File: config.mk
export PLATFORM = sky130hd
export DESIGN_NAME = mrc_frame
export DESIGN_NICKNAME = d
export VERILOG_FILES = /design/src/rtl/mrc_pkg.sv /design/src/rtl/mrc_frame.sv
export SDC_FILE = /design/constraint.sdc
export NUM_CORES = 1
export LEC_CHECK = 0
export BUFFER_PORTS_ARGS = -buffer_cell sky130_fd_sc_hd__buf_4
export CAP_MARGIN = 30
export CORE_MARGIN = 2
export CORE_UTILIZATION = 56
export DETAILED_ROUTE_END_ITERATION = 10
export PLACE_DENSITY = 0.83
export SLEW_MARGIN = 25
export SYNTH_ARGS = -nofsm -noshare
export SYNTH_HDL_FRONTEND = slang
export SYNTH_SLANG_ARGS = --single-unit
File: constraint.sdc
create_clock -name clk_i -period 8.8 [get_ports clk_i]
set_clock_uncertainty 0.1 [all_clocks]
set_input_delay 2.2 -clock clk_i [delete_from_list [all_inputs] [get_ports clk_i]]
set_output_delay 2.2 -clock clk_i [all_outputs]
set_load 0.02 [all_outputs]
File: src/rtl/mrc_pkg.sv
// Shared types, constants and the CRC-16 byte update for the response checker.
package mrc_pkg;

  localparam int unsigned MaxWords = 8;
  localparam int unsigned IdxW     = $clog2(MaxWords);
  localparam int unsigned HdrLen   = 3;
  localparam int unsigned PosW     = 5;
  localparam logic [15:0] CrcSeed  = 16'hFFFF;
  localparam logic [15:0] CrcPoly  = 16'hA001;

  typedef logic [15:0] word_t;

  typedef struct packed {
    word_t [MaxWords-1:0] words;
    logic                 crc_ok;
  } mrc_result_t;

  // Reflected CRC-16 update over one byte, one bit per step.
  function automatic logic [15:0] crc16_byte(input logic [15:0] crc, input logic [7:0] b);
    logic [15:0] c;
    c = crc ^ {8'h00, b};
    for (int k = 0; k < 8; k++) begin
      c = c[0] ? ((c >> 1) ^ CrcPoly) : (c >> 1);
    end
    return c;
  endfunction

endpackage

File: src/rtl/mrc_frame.sv
// Frame tracker: byte position, running CRC, register capture and final check.
module mrc_frame #(
  parameter int unsigned NUM_REGS = 8
) (
  input  logic                clk_i,
  input  logic                rst_ni,
  input  logic                beat_i,
  input  logic [7:0]          rx_byte_i,
  input  logic                frame_start_i,
  output logic                res_valid_o,
  output mrc_pkg::mrc_result_t res_o
);
  import mrc_pkg::*;

  localparam int unsigned   DataEnd    = HdrLen + 2 * NUM_REGS;
  localparam logic [PosW-1:0] DataEndPos = PosW'(DataEnd);
  localparam logic [PosW-1:0] HdrPos     = PosW'(HdrLen);

  logic [15:0]               crc_q, crc_d;
  logic [PosW-1:0]           pos_q, pos_d;
  word_t [MaxWords-1:0]      words_q, words_d;
  logic [7:0]                crc_lo_q, crc_lo_d;
  logic                      done_q, done_d;

  logic [15:0]               cur_crc;
  logic [PosW-1:0]           cur_pos;
  logic [PosW-1:0]           off;
  logic [IdxW-1:0]           idx;
  logic                      active;
  logic                      ok;

  // A start byte restarts the frame as byte zero; other bytes after a frame are dropped.
  always_comb begin
    cur_crc = frame_start_i ? CrcSeed : crc_q;
    cur_pos = frame_start_i ? '0 : pos_q;
    active  = beat_i && (frame_start_i || !done_q);
    off     = cur_pos - HdrPos;
    idx     = off[IdxW:1];
    ok      = (crc_lo_q == cur_crc[7:0]) && (rx_byte_i == cur_crc[15:8]);

    crc_d       = crc_q;
    pos_d       = pos_q;
    words_d     = words_q;
    crc_lo_d    = crc_lo_q;
    done_d      = done_q;
    res_valid_o = 1'b0;
    res_o       = '0;

    if (active) begin
      crc_d    = cur_crc;
      words_d  = frame_start_i ? '0 : words_q;
      crc_lo_d = frame_start_i ? 8'h00 : crc_lo_q;
      done_d   = 1'b0;
      if (cur_pos < DataEndPos) begin
        // Header and data bytes feed the CRC; data bytes land big-endian.
        crc_d = crc16_byte(cur_crc, rx_byte_i);
        if (cur_pos >= HdrPos) begin
          if (!off[0]) begin
            words_d[idx][15:8] = rx_byte_i;
          end else begin
            words_d[idx][7:0] = rx_byte_i;
          end
        end
        pos_d = cur_pos + 1'b1;
      end else if (cur_pos == DataEndPos) begin
        crc_lo_d = rx_byte_i;
        pos_d    = cur_pos + 1'b1;
      end else begin
        // Last byte: compare and release the words only on a match.
        res_valid_o  = 1'b1;
        res_o.crc_ok = ok;
        for (int k = 0; k < MaxWords; k++) begin
          if (ok && (k < NUM_REGS)) begin
            res_o.words[k] = words_q[k];
          end
        end
        done_d = 1'b1;
        pos_d  = '0;
      end
    end
  end

  // Frame state registers.
  always_ff @(posedge clk_i or negedge rst_ni) begin
    if (!rst_ni) begin
      crc_q    <= CrcSeed;
      pos_q    <= '0;
      words_q  <= '0;
      crc_lo_q <= '0;
      done_q   <= 1'b1;
    end else begin
      crc_q    <= crc_d;
      pos_q    <= pos_d;
      words_q  <= words_d;
      crc_lo_q <= crc_lo_d;
      done_q   <= done_d;
    end
  end

endmodule

==> impl_metrics.py <==
metrics = {
    "timing": {
        "timing.final.crit_share_pct": 82.3,
        "clock.fmax_mhz": 138,
        "maxSlewHeadroom_pct": 41.2,
        "worst_slew_pin_slew_ns": 0.875,
        "fin_setup_tns_ns": 0,
        "setup_viol": 0,
        "hold_viol": 0,
        "final_max_slew_viol_count": 0,
        "rsz0062_at_grt": "no",
        "finalCriticalPeriod_ns": 7.25,
    },
    "layout": {
        "nFillCells": 1091,
        "final_cell_mix": "147 x buf_4, 141 x dfrtp_1, 130 x and3_1",
        "area_growth_syn_to_layout_pct": 20.4,
        "final_common_cell": "buf_4",
        "final_area_sq_um": 9970,
        "diodes": 0,
        "drive_above_1_share_pct": 23.4,
        "nNetsFinal": 975,
    },
    "worst_setup_path": {
        "critPathCaptureType": "primary output",
        "slowest_delay_ns": 0.52,
        "critPathArrivalTime_ns": 4.95,
        "criticalPathCategory": "primary input to primary output",
        "ff2ff_setup_slack_ns": 5.15,
        "cp_slowest_cell": "buf_4",
        "path_cells": "buf_4, nor2b_1, ha_1, o21ai_0, nand2_1, nor3_4, buf_4, and3_1, buf_4",
        "critPathMaxFanout": 68,
        "startpoint_type": "primary input",
        "worstPathRequired_ns": 6.50,
        "path_common_cell": "buf_4",
        "crit_buf_inv": 3,
        "cp_top_family": "buffers and inverters",
    },
    "detailed_routing": {
        "num_vias": 7298,
        "wire_per_inst_um": 19.9,
        "ant_nets": 0,
        "drtPass1Iterations": 5,
        "finalWirelength_mm": 23.0,
        "drc": 0,
        "vias_per_cell": 6.30,
        "dr.first_iter.drc_count": 805,
    },
    "power": {
        "p_leak_nw": 5.13,
        "p_sw_share_pct": 28.1,
        "powerDensity_nw_per_um2": 200,
        "clkPwrFrac_pct": 39.7,
        "switchingPower_mw": 0.561,
        "p_seq_share_pct": 43.4,
        "p_comb_share_pct": 16.9,
        "internal_power_mw": 1.43,
        "power_mw": 1.99,
        "peakVddDrop_mv": 0.118,
    },
    "grt": {
        "grt_pass1_wl_mm": 36.7,
        "use_met2_pct": 44.3,
        "busiest_layer": "met2",
        "grt_pass1_vias": 6726,
        "grt_start_max_net_pins": 75,
        "grtUsageMet1_pct": 41.6,
        "grt-ovfl-total": 0,
        "grt_antenna_before_repair": 0,
        "grt_usage_pct": 29.3,
        "use_met3_pct": 6.33,
    },
    "clock_tree": {
        "clk_path_buf_depth": 2,
        "path_clk_slew_ns": 0.06,
        "clk_latency_ns": 0.43,
        "h-tree-depth": 4,
        "cts-buffers-inserted": 17,
        "hold_buffers": 0,
        "tritoncts": "yes",
        "cts_sinks": 158,
        "root_buffer": "clkbuf_16",
        "postCtsSetupRepairBufs": 0,
        "cts_resized": 0,
    },
    "logic_synthesis": {
        "async_reset_ff_share_pct": 100,
        "yosys.area.top_type": "dfrtp_1",
        "synthesis.area_sq_um": 8280,
        "ys_seq_area_share_pct": 48.0,
        "synth_fp_nets": 882,
        "synth_flop_cell": "dfrtp_1",
        "ys_types": 59,
        "yosysWarnings": 0,
        "ys_ff_latch": 158,
        "syn-instance-count": 869,
        "avgSynthCellArea_sq_um": 9.53,
        "yosysTopAreaCellShare_pct": 42.6,
        "synth_edf_count": 0,
        "synth_area_leaders": "dfrtp_1 43%, and3_1 9.8%, a22o_1 8.4%",
    },
    "place": {
        "hpwlAfterDp_mm": 14.7,
        "place_area_sq_um": 9330,
        "place.gp.congestion": 0.870,
        "io_buffers": 141,
    },
    "floorplan": {
        "fp.dieArea_sq_um": 15800,
        "coreArea_sq_um": 14500,
        "num_io_pins": 142,
        "die_w_um": 126,
        "die_height_um": 126,
        "initial_core_util_pct": 57.2,
        "rows": 44,
    },
    "min_path": {
        "hold_path.class": "flop to flop",
    },
    "run": {
        "max_cap_viol_count": 0,
    },
    "outcome": {
        "outcome": "finished clean",
    },
}
-- area by class of cell --
cell class	instances	area (sq um)	area share, %
Inverter	11	41.3	0.414
Timing Repair Buffer	150	1160	11.7
Clock buffer	19	453	4.54
Multi-Input combinational cell	624	3930	39.4
Tap cell	184	230	2.31
Sequential cell	158	3980	39.9
Clock inverter	13	184	1.84
-- cells in the mapped netlist (all sizes together), types with 2 or more instances --
library cell and count:
a211oi 2, a21boi 2, a21o 13, a21oi 43
a22o 79, a31oi 2, and3 130, and4bb 2
buf 29, clkbuf 47, dfrtp 141, dfstp 17
inv 11, nand2 97, nand2b 5, nand3 14
nand4 3, nor2 45, nor2b 4, nor3 28
nor4bb 2, o211ai 3, o21a 3, o21ai 75
o22ai 9, o2bb2ai 9, or3 4, xnor2 27
xnor3 2, xor2 11
-- logic make-up (layout without fill, tap and decap cells) --
family                   count (synthesis)  in the layout  synth area share, %
AO/OA/AOI/OAI                          243            243                 20.0
XOR/XNOR                                40             40                 4.85
adder cells (fa/ha/maj)                  1              1                0.151
buffers and inverters                   87            193                 4.70
flip-flops                             158            158                 48.0
multiplexers                             2              2                0.302
AND/OR/NAND/NOR                        338            338                 22.0
-- state kept, by name, summed over array words and instances, names as in the netlist --
register  flops
words_q     128
crc_lo_q      8
pos_q         5
done_q        1
crc_q        16
-- per-layer routing --
layer | vias up | part of all wire, %
met4 | 0 | 2.9
met1 | 3549 | 43
li1 | 3323 | -
met2 | 373 | 46
met3 | 53 | 8.5
met5 | - | 0
-- final timing paths --
path / cells after the start / to / start
worst max-delay path: 9 / res_o[55] / frame_start_i
worst min-delay path: 1 / words_q[6] / words_q[6]
worst max register to register: 7 / words_q[26] / pos_q[0]
worst min register to register: 1 / words_q[6] / words_q[6]
max in group asynchronous: 3 / words_q[22] / rst_ni
min in group asynchronous: 1 / words_q[86] / rst_ni
-- stage by stage --
stage,utilization (%),setup WS (ns),hold slack [ns],std cells
after global routing,68.9,1.35,0.410,1159
final,68.9,1.55,0.395,1159
after detailed placement,64.4,1.66,0.374,1126
after CTS,68.8,1.64,0.395,1158
after floorplan,-,1.73,0.341,869
after global placement,64.1,1.61,0.368,1124
-- power by group through the flow --
stage	registers, mW	clock network, mW	logic, mW
after floorplan	0.842	0	0.276
after CTS	0.863	0.794	0.334
after global routing	0.873	0.828	0.367
after global placement	0.873	0	0.318
final	0.865	0.792	0.336
after detailed placement	0.875	0	0.331
(Power assumes the default switching activity.)
